$ cat src/sv/dtti_pkg.sv
// Shared types and constants of the decimal text to integer converter.
package dtti_pkg;

  localparam int unsigned ValW = 64;
  localparam int unsigned CfgIdxW = 2;

  localparam logic [7:0] ChMinus = 8'h2D;
  localparam logic [7:0] ChPlus = 8'h2B;
  localparam logic [7:0] ChZero = 8'h30;
  localparam logic [7:0] ChNine = 8'h39;

  localparam logic [ValW-1:0] SignedLimit = {1'b0, {(ValW-1){1'b1}}};
  localparam logic [ValW-1:0] UnsignedLimit = {ValW{1'b1}};

  typedef enum logic [CfgIdxW-1:0] {
    CFG_SIGNED_MODE = 2'd0,
    CFG_MIN_VALUE   = 2'd1,
    CFG_MAX_VALUE   = 2'd2
  } cfg_idx_e;

  typedef enum logic [1:0] {
    ST_OK    = 2'd0,
    ST_ERROR = 2'd1,
    ST_UNDER = 2'd2,
    ST_OVER  = 2'd3
  } status_e;

  typedef struct packed {
    logic [7:0] data_byte;
    logic       last_byte;
  } in_req_t;

  typedef struct packed {
    status_e         status;
    logic [ValW-1:0] value;
  } out_rsp_t;

  // Finished number handed from the accumulator to the range check.
  typedef struct packed {
    logic            err;
    logic            neg;
    logic            sgn;
    logic [ValW-1:0] mag;
  } num_t;

endpackage

$ cat src/sv/dtti_digit_acc.sv
// Per-byte digit accumulator with sign, syntax and magnitude checks.
module dtti_digit_acc import dtti_pkg::*; (
  input  logic    clk_i,
  input  logic    rst_ni,
  input  logic    adv_i,
  input  logic    vld_i,
  input  in_req_t req_i,
  input  logic    sgn_i,
  output logic    num_vld_o,
  output num_t    num_o
);

  logic [ValW-1:0] acc_q, acc_d;
  logic            neg_q, neg_d;
  logic            first_q, first_d;
  logic            err_q, err_d;
  logic            num_vld_q;
  num_t            num_q, num_d;

  logic            is_sign;
  logic            dig_ok;
  logic [3:0]      digit;
  logic [ValW+3:0] prod;
  logic [ValW-1:0] limit;
  logic            too_big;

  assign is_sign = first_q && sgn_i &&
                   (req_i.data_byte == ChMinus || req_i.data_byte == ChPlus);
  assign dig_ok = (req_i.data_byte >= ChZero) && (req_i.data_byte <= ChNine);
  assign digit = req_i.data_byte[3:0];
  // acc*10 + digit as two shifts and adds
  assign prod = {1'b0, acc_q, 3'b000} + {3'b000, acc_q, 1'b0} + {{ValW{1'b0}}, digit};
  assign limit = sgn_i ? SignedLimit : UnsignedLimit;
  assign too_big = prod > {4'b0000, limit};

  always_comb begin
    acc_d = acc_q;
    neg_d = neg_q;
    err_d = err_q;
    first_d = 1'b0;
    priority if (err_q) begin
      err_d = 1'b1;
    end else if (is_sign) begin
      neg_d = (req_i.data_byte == ChMinus);
      err_d = req_i.last_byte;
    end else if (!dig_ok || too_big) begin
      err_d = 1'b1;
    end else begin
      acc_d = prod[ValW-1:0];
    end
    num_d.err = err_d;
    num_d.neg = neg_d;
    num_d.sgn = sgn_i;
    num_d.mag = acc_d;
    // close the number: return to the opening state
    if (req_i.last_byte) begin
      acc_d = '0;
      neg_d = 1'b0;
      err_d = 1'b0;
      first_d = 1'b1;
    end
  end

  always_ff @(posedge clk_i or negedge rst_ni) begin
    if (!rst_ni) begin
      acc_q <= '0;
      neg_q <= 1'b0;
      first_q <= 1'b1;
      err_q <= 1'b0;
      num_vld_q <= 1'b0;
    end else if (adv_i) begin
      num_vld_q <= vld_i && req_i.last_byte;
      if (vld_i) begin
        acc_q <= acc_d;
        neg_q <= neg_d;
        first_q <= first_d;
        err_q <= err_d;
      end
    end
  end

  always_ff @(posedge clk_i) begin
    if (adv_i) begin
      num_q <= num_d;
    end
  end

  assign num_vld_o = num_vld_q;
  assign num_o = num_q;

endmodule

$ cat src/sv/dtti_range_chk.sv
// Sign application, limit compare and result register.
module dtti_range_chk import dtti_pkg::*; (
  input  logic            clk_i,
  input  logic            rst_ni,
  input  logic            adv_i,
  input  logic            num_vld_i,
  input  num_t            num_i,
  input  logic [ValW-1:0] min_i,
  input  logic [ValW-1:0] max_i,
  output logic            rsp_vld_o,
  output out_rsp_t        rsp_o
);

  localparam logic [ValW-1:0] SignBit = {1'b1, {(ValW-1){1'b0}}};

  logic            rsp_vld_q;
  out_rsp_t        rsp_q, rsp_d;
  logic [ValW-1:0] val;
  logic [ValW-1:0] flip;

  // flip the sign bit so that an unsigned compare orders two's complement
  assign flip = num_i.sgn ? SignBit : '0;
  assign val = num_i.neg ? (~num_i.mag + {{(ValW-1){1'b0}}, 1'b1}) : num_i.mag;

  always_comb begin
    rsp_d.value = val;
    priority if (num_i.err) begin
      rsp_d.status = ST_ERROR;
      rsp_d.value = '0;
    end else if ((val ^ flip) < (min_i ^ flip)) begin
      rsp_d.status = ST_UNDER;
    end else if ((max_i ^ flip) < (val ^ flip)) begin
      rsp_d.status = ST_OVER;
    end else begin
      rsp_d.status = ST_OK;
    end
  end

  always_ff @(posedge clk_i or negedge rst_ni) begin
    if (!rst_ni) begin
      rsp_vld_q <= 1'b0;
    end else if (adv_i) begin
      rsp_vld_q <= num_vld_i;
    end
  end

  always_ff @(posedge clk_i) begin
    if (adv_i && num_vld_i) begin
      rsp_q <= rsp_d;
    end
  end

  assign rsp_vld_o = rsp_vld_q;
  assign rsp_o = rsp_q;

endmodule

$ cat src/sv/decimal_text_to_integer.sv
// Top level of the decimal text to integer converter.
//
//   channel | direction | handshake                 | payload
//   --------+-----------+---------------------------+-------------------------------
//   in      | input     | in_valid_i / in_ready_o   | in_req_i  (data_byte, last_byte)
//   out     | output    | out_valid_o / out_ready_i | out_rsp_o (status, value)
//   cfg     | input     | cfg_we_i                  | cfg_idx_i, cfg_data_i
//
// One byte is taken every cycle while in_ready_o is high. A result is presented once
// its last byte has passed the input register, accumulator register and result register.
// The multiply-by-ten add and its limit compare fill the accumulator stage.
// All three stages move together; they hold only while a result waits on
// out_ready_i, and in_ready_o drops for exactly those cycles.
// Reset clears the number state and all valid flags; no clearing pass.
module decimal_text_to_integer import dtti_pkg::*; (
  input  logic               clk_i,
  input  logic               rst_ni,
  input  logic               in_valid_i,
  output logic               in_ready_o,
  input  in_req_t            in_req_i,
  output logic               out_valid_o,
  input  logic               out_ready_i,
  output out_rsp_t           out_rsp_o,
  input  logic               cfg_we_i,
  input  logic [CfgIdxW-1:0] cfg_idx_i,
  input  logic [ValW-1:0]    cfg_data_i
);

  logic            signed_mode_q;
  logic [ValW-1:0] min_value_q;
  logic [ValW-1:0] max_value_q;

  logic            adv;
  logic            in_vld_q;
  in_req_t         in_req_q;
  logic            num_vld;
  num_t            num;

  // Configuration registers: plain writes, unknown indexes dropped.
  always_ff @(posedge clk_i or negedge rst_ni) begin
    if (!rst_ni) begin
      signed_mode_q <= 1'b0;
      min_value_q <= '0;
      max_value_q <= '1;
    end else if (cfg_we_i) begin
      unique case (cfg_idx_i)
        CFG_SIGNED_MODE: signed_mode_q <= cfg_data_i[0];
        CFG_MIN_VALUE:   min_value_q <= cfg_data_i;
        CFG_MAX_VALUE:   max_value_q <= cfg_data_i;
        default: begin
        end
      endcase
    end
  end

  // Advance the whole pipe unless a finished result is stuck at the output.
  assign adv = !(out_valid_o && !out_ready_i);
  assign in_ready_o = adv;

  // Input register: capture the request while the pipe advances.
  always_ff @(posedge clk_i or negedge rst_ni) begin
    if (!rst_ni) begin
      in_vld_q <= 1'b0;
    end else if (adv) begin
      in_vld_q <= in_valid_i;
    end
  end

  always_ff @(posedge clk_i) begin
    if (adv && in_valid_i) begin
      in_req_q <= in_req_i;
    end
  end

  // Accumulate digits and track sign and error per number.
  dtti_digit_acc u_acc (
    .clk_i     (clk_i),
    .rst_ni    (rst_ni),
    .adv_i     (adv),
    .vld_i     (in_vld_q),
    .req_i     (in_req_q),
    .sgn_i     (signed_mode_q),
    .num_vld_o (num_vld),
    .num_o     (num)
  );

  // Apply the sign, check the limits and hold the result for the consumer.
  dtti_range_chk u_chk (
    .clk_i     (clk_i),
    .rst_ni    (rst_ni),
    .adv_i     (adv),
    .num_vld_i (num_vld),
    .num_i     (num),
    .min_i     (min_value_q),
    .max_i     (max_value_q),
    .rsp_vld_o (out_valid_o),
    .rsp_o     (out_rsp_o)
  );

endmodule

$ cat config.mk
export PLATFORM = sky130hd
export DESIGN_NAME = decimal_text_to_integer
export DESIGN_NICKNAME = d
export VERILOG_FILES = /design/src/sv/dtti_pkg.sv /design/src/sv/dtti_digit_acc.sv /design/src/sv/dtti_range_chk.sv /design/src/sv/decimal_text_to_integer.sv
export SDC_FILE = /design/constraint.sdc
export NUM_CORES = 1
export LEC_CHECK = 0
export BUFFER_PORTS_ARGS = -buffer_cell sky130_fd_sc_hd__buf_2
export CORE_ASPECT_RATIO = 0.75
export CORE_MARGIN = 4
export CORE_UTILIZATION = 56
export CTS_CLUSTER_SIZE = 16
export DETAILED_ROUTE_END_ITERATION = 10
export PLACE_DENSITY = 0.77
export SLEW_MARGIN = 0
export SYNTH_ARGS = -nofsm -noshare
export SYNTH_HDL_FRONTEND = slang
export SYNTH_SLANG_ARGS = --single-unit
export TNS_END_PERCENT = 20
$ cat constraint.sdc
create_clock -name clk_i -period 5.5 [get_ports clk_i]
set_clock_uncertainty 0.1 [all_clocks]
set_input_delay 0.825 -clock clk_i [delete_from_list [all_inputs] [get_ports clk_i]]
set_output_delay 0.825 -clock clk_i [all_outputs]
set_load 0.01 [all_outputs]
## Word-level counts from Yosys, hierarchy flattened

Cells that the tools add are included.

- Register bits after elaboration: 341
- Input port bits: 80
- Output and inout bits: 68

- Add/sub/neg operators: 3
- $lt $le $gt $ge: 5
- Equal/unequal tests: 4
- Mux-type cells: 17
- Bitwise gates (word level): 5
- Reduce and logical (&&, ||, !) cells: 17

Operator list:

| kind | count |
|---|---|
| two-way mux 64 bit | 7 |
| XOR 64 bit | 3 |
| < comparator 64 bit | 2 |
| adder 67 x 65 -> 68 bit | 1 |
| adder 68 x 4 -> 68 bit | 1 |
| > comparator 68 x 64 -> 1 bit | 1 |
| adder 64 x 1 -> 64 bit (second input constant) | 1 |
| inverter 64 bit | 1 |
| equality test 8 x 6 -> 1 bit (second input constant) | 2 |
| greater-or-equal comparator 8 x 6 -> 1 bit (second input constant) | 1 |
| <= comparator 8 x 6 -> 1 bit (second input constant) | 1 |
| two-way mux 1 bit | 8 |
| AND reduction 2 bit | 4 |
| logical AND 1 bit | 7 |
| two-way mux 2 bit | 2 |
| logical NOT 1 bit | 3 |
| equality test 2 x 1 -> 1 bit (second input constant) | 1 |
| equality test 2 bit (second input constant) | 1 |
| logical NOT 2 bit | 1 |
| logical OR 1 bit | 2 |
| inverter 1 bit | 1 |

## Depth between registers and ports, before layout

- Depth after elaboration: 8
- Gate-level depth with buffers: 25
- Gate-level depth less buffers: 25

## By module

A second synthesis with hierarchy kept.

- Cells, all modules: 2403
- Area total of the unflattened synthesis: 24302.1 um2

Modules (own cells, without submodules):

| module | times used | cells an instance | area an instance (um2) |
|---|---|---|---|
| dtti_digit_acc | 1 | 1345 | 11539.8 |
| dtti_range_chk | 1 | 770 | 6946.7 |
| decimal_text_to_integer | 1 | 288 | 5815.6 |

## Worst setup path before layout

Ideal clock, no wire load.

- Kind: register to register
- From: register u_acc.num_q, in the netlist u_acc.num_o[3]
- To: register u_chk.rsp_q, in the netlist u_chk.rsp_o[64], data pin
- Library setup time: 0.254 ns
- Arrival time: 5.629 ns
- Data required time: 5.146 ns
- Setup slack: -0.483 ns
- Stages on the path, launching flop included: 22
- Buffers on the path: 0
- Period minus slack after synthesis: 5.983 ns
- Cells stage by stage: edfxtp_1 > nor4_1 > nand3_1 > nor4_1 > nand2_1 > or3_1 > nand3b_1 > or4_1 > or2_2 > o31ai_1 > xor2_1 > xnor2_1 > inv_1 > ha_1 > nand4_1 > or2_2 > or3_1 > or3_1 > o221a_2 > o221ai_1 > nor2_1 > a21o_1

- Cells in the longest elaborated chain, start to end: 7
- Elaborated cells on any way between the ends: 8
- Those cells by class: add/sub (1); order compare (2); mux (3); bitwise (2)

RTL lines:

| what | line | source |
|---|---|---|
| start: declaration | dtti_digit_acc.sv:18 | `num_t num_q, num_d;` |
| start signal: assignment | dtti_digit_acc.sv:84 | `num_q <= num_d;` |
| inverter 64 bit | dtti_range_chk.sv:23 | `assign val = num_i.neg ? (~num_i.mag + {{(ValW-1){1'b0}}, 1'b1}) : num_i.mag;` |
| adder 64 x 1 -> 64 bit | dtti_range_chk.sv:23 |  |
| two-way mux 64 bit * | dtti_range_chk.sv:23 |  |
| XOR 64 bit * | dtti_range_chk.sv:30, dtti_range_chk.sv:32 |  |
| < comparator 64 bit | dtti_range_chk.sv:32 | `end else if ((max_i ^ flip) < (val ^ flip)) begin` |
| two-way mux 2 bit | dtti_range_chk.sv:32 |  |
| two-way mux 2 bit * | dtti_range_chk.sv:30 | `end else if ((val ^ flip) < (min_i ^ flip)) begin` |
| end signal: assignment | dtti_range_chk.sv:49 | `rsp_q <= rsp_d;` |
| end: declaration | dtti_range_chk.sv:17 | `out_rsp_t rsp_q, rsp_d;` |

Mark *: on every way between the ends. The rest lies on a longest branch, timed or not.
A chain may end at the register's enable or synchronous reset.

## Final worst setup path

- From: register in_req_q[4] in the netlist's numbering
- To: register u_acc.acc_q[48]

- Cells in the longest elaborated chain, start to end: 8
- Elaborated cells on any way between the ends: 15
- Those cells by class: add/sub (1); order compare (3); eq/ne (2); mux (4); reduce/logical (5)

RTL lines:

| what | line | source |
|---|---|---|
| start: declaration | decimal_text_to_integer.sv:35 | `in_req_t in_req_q;` |
| start signal: assignment | decimal_text_to_integer.sv:71 | `in_req_q <= in_req_i;` |
| parallel branches: the longest is 5 deep, another holds adder 68 x 4 -> 68 bit | - |  |
| two-way mux 64 bit * | dtti_digit_acc.sv:43 | `end else if (is_sign) begin` |
| two-way mux 64 bit * | dtti_digit_acc.sv:41 | `priority if (err_q) begin` |
| two-way mux 64 bit * | dtti_digit_acc.sv:56 | `if (req_i.last_byte) begin` |
| end signal: assignment | dtti_digit_acc.sv:66 | `acc_q <= '0;` |
| end signal: assignment | dtti_digit_acc.sv:74 | `acc_q <= acc_d;` |
| end: declaration | dtti_digit_acc.sv:13 | `logic [ValW-1:0] acc_q, acc_d;` |

Mark *: on every way between the ends.

==> metrics.txt <==
Iter 0 DRT Violations=slightly below 2k; Slew @ Worst Pin=1.24 ns; CTS Hold Bufs=0; Period Utilization, post-route=1.12; layout cells sized above 1=0.311; Synth Net Count=approximately 2.6k; die width=242 µm; die area=around 44000 µm²; Port-buffer cells=147; Synth area leaders=edfxtp_1 (19%), dfrtp_1 (15%), ha_1 (14%); largest net degree at the start of global routing=108; Syn Area/Cell=between 10 and 15 µm²; leak pwr=between 10 and 15 nW; Seq/Total Area, Yosys=0.406; Tmin final=between 6 and 7 ns; Non-Filler Instances=between 3k and 4k; clk_lat worst skew=between 0.5 and 0.6 ns; antenna violations before repair=0; WP data required=~5.8 ns; Final Setup Violations=131; CTS Buf Count=36; top_reg_cell synth=edfxtp_1; Max Clk Rate=between 0.15 and 0.2 GHz; wire length per cell=22.4 µm; Slew headroom=0.173; failing checks=negative setup slack; worst-path maximum fanout=8; die height=183 µm; worst vdd ir=approximately 0.20 mV; GRT overflow=0; Setup CP Type=reg2reg; Initial Util=0.574; PwrDens=~280 nW/µm²; ant diodes=0; first-pass iteration count of the detailed router=6; number of flops mapped to enable cells by yosys=142; outcome=complete, but fails checks; H-tree Lvls=2; via count=~20k; # rows=between 60 and 70; Placed Cells incl. Taps=between 3k and 4k; count leader, synth=ha_1; Seq cells post-synth=between 300 and 400; unrepaired setup endpoints after global routing=true; Antenna Nets Post-Route=0; Area Growth Syn to Fin=22.0%; async set-or-reset flop fraction in the synthesized netlist=0.584; RD Place Congestion=0.950; final WL=slightly above 70000 µm; final slew viol count=0; post-synthesis cell area=22900 µm²; HPWL after DPL=approximately 54000 µm; number of max-cap violations=0; Clock Sink Count=about 340; I/O pin total=~150; CP Capture Type=flip-flop; clock buffer depth=3; hold crit path type=in2async; CTS root buf=clkbuf_16; Yosys top cell area share=0.186; post-route setup slack=-0.644 ns; Gate Count Post-Synth=between 2k and 2.5k; CTS tree=done; Via density=between 6 and 7; setup TNS=-50.40 ns; clock-pin slew on the worst setup and hold paths=roughly 0.06 ns; synth unique cells=between 80 and 90; number of remaining DRC errors=0; core area=40000 µm²; Syn. warnings=0; Critical Path Start Type=flip-flop; post-synth top area cell=edfxtp_1; vias in the first global route=about 19k; final net count=2953; Synth top cells by count=ha_1 (255), inv_1 (219), mux2_2 (148), edfxtp_1 (142), dfrtp_1 (134); worst path arrival time=~6.5 ns; Total Routing Usage GR=0.305; first-pass GRT wire length=108000 µm; Hold Slack=approximately 0.30 ns; Final Hold Fails=0
## timing repair
item | 4_1_cts | 5_1_grt
setup buffers | 17 | 12
pin swaps | 14 | 38
setup endpoints to repair | 132 | 132
cloned | 0 | 1
gates resized for setup | 32 | 54
endpoints found under the hold margin | 0 | 0
## through the flow
| stage | worst slack, ns | utilization | power, mW | instance area [µm²] |
|---|---|---|---|---|
| 6_report | -0.644 | 0.701 | 7.82 | 28000 |
| 5_1_grt | -0.764 | 0.701 | 8.18 | 28000 |
| 4_1_cts | -0.349 | 0.690 | 7.74 | 27600 |
| 3_5_place_dp | -0.526 | 0.654 | 5.29 | 26100 |
| 3_3_place_gp | -0.469 | 0.654 | 5.18 | 26100 |
| 2_1_floorplan | -0.0603 | - | 4.52 | 23000 |
## per-layer routing
layer  vias up  GRT usage  share of wire
met4         0     0.0824          0.026
met5         -          0              0
li1       8901          -              -
met3       137     0.0472          0.082
met1      9581      0.457           0.46
met2       943      0.465           0.44
## kinds of logic after synthesis
family | count (synthesis) | share of synthesized area
adders and majority gates | 257 | 0.141
and+or+nand+nor | 508 | 0.114
buffers and inverters | 296 | 0.0515
AOI/OAI and AO/OA | 495 | 0.146
xor gates and xnor gates | 122 | 0.0466
muxes | 197 | 0.0940
DFF | 341 | 0.406
## state kept, by name, summed over array words and instances (netlist names)
signal and cells:
in_req_q 9, u_acc.num_o 67, u_acc.first_q 1, u_acc.acc_q 64, max_value_q 64, u_acc.num_vld_o 1, in_vld_q 1, min_value_q 64
u_acc.neg_q 1, u_chk.rsp_vld_o 1, u_acc.err_q 1, signed_mode_q 1, u_chk.rsp_o 66
## worst max-delay path, cell delays in order (launching register included)
cell	delay, ns
edfxtp_1	0.36
inv_2	0.06
fa_1	0.56
inv_1	0.06
ha_1	0.27
a21o_1	0.17
and4_1	0.17
o211ai_1	0.21
and3_4	0.25
o211a_4	0.20
a31oi_4	0.10
a31oi_4	0.20
xnor2_2	0.11
ha_1	0.35
nand4_1	0.15
nor3_2	0.25
nor4b_4	0.23
nand4_1	0.15
nor4_2	0.36
buf_4	0.17
nand4_1	0.07
or4_4	0.54
buf_6	0.15
a2111oi_4	0.32
buf_4	0.20
clkbuf_16	0.17
o2bb2ai_2	0.11
## layout by cell type (no fill, tap or decap), types with 121 or more instances in the layout
cell type and instances:
dfrtp_1 134, buf_4 278, edfxtp_1 142, nor2_1 123, a21oi_1 124, nand2_1 121
mux2_2 146, buf_2 146, ha_1 254, inv_1 216
## worst paths after layout
path	cells past startpoint	startpoint	slack, ns	endpoint
max in group asynchronous	2	rst_ni	3.74	u_acc.acc_q[56]
min in group clk_i	1	in_req_i[0]	0.37	in_req_q[0]
setup / recovery	26	in_req_q[4]	-0.64	u_acc.acc_q[48]
hold / removal	1	rst_ni	0.30	min_value_q[12]
hold reg to reg	1	min_value_q[47]	0.40	min_value_q[47]
setup reg to reg	26	in_req_q[4]	-0.64	u_acc.acc_q[48]
## where the power goes
| group | leakage (nW) | internal [mW] | switching, mW |
|---|---|---|---|
| combinational | 8.72 | 0.987 | 1.19 |
| sequential | 3.88 | 3.05 | 0.211 |
| clock | 0.553 | 1.38 | 1.00 |
| total | 13.2 | 5.41 | 2.41 |
## cell type report
| type | count | area (µm²) |
|---|---|---|
| multi-input cells | 1579 | 13000 |
| fillers | 2898 | 12000 |
| flip-flops and latches | 341 | 9330 |
| repair buffers | 439 | 3060 |
| clock buffers | 49 | 1000 |
| inverters | 219 | 822 |
| well taps | 520 | 651 |
| clock inverters | 17 | 144 |
(Power assumes the default switching activity.)
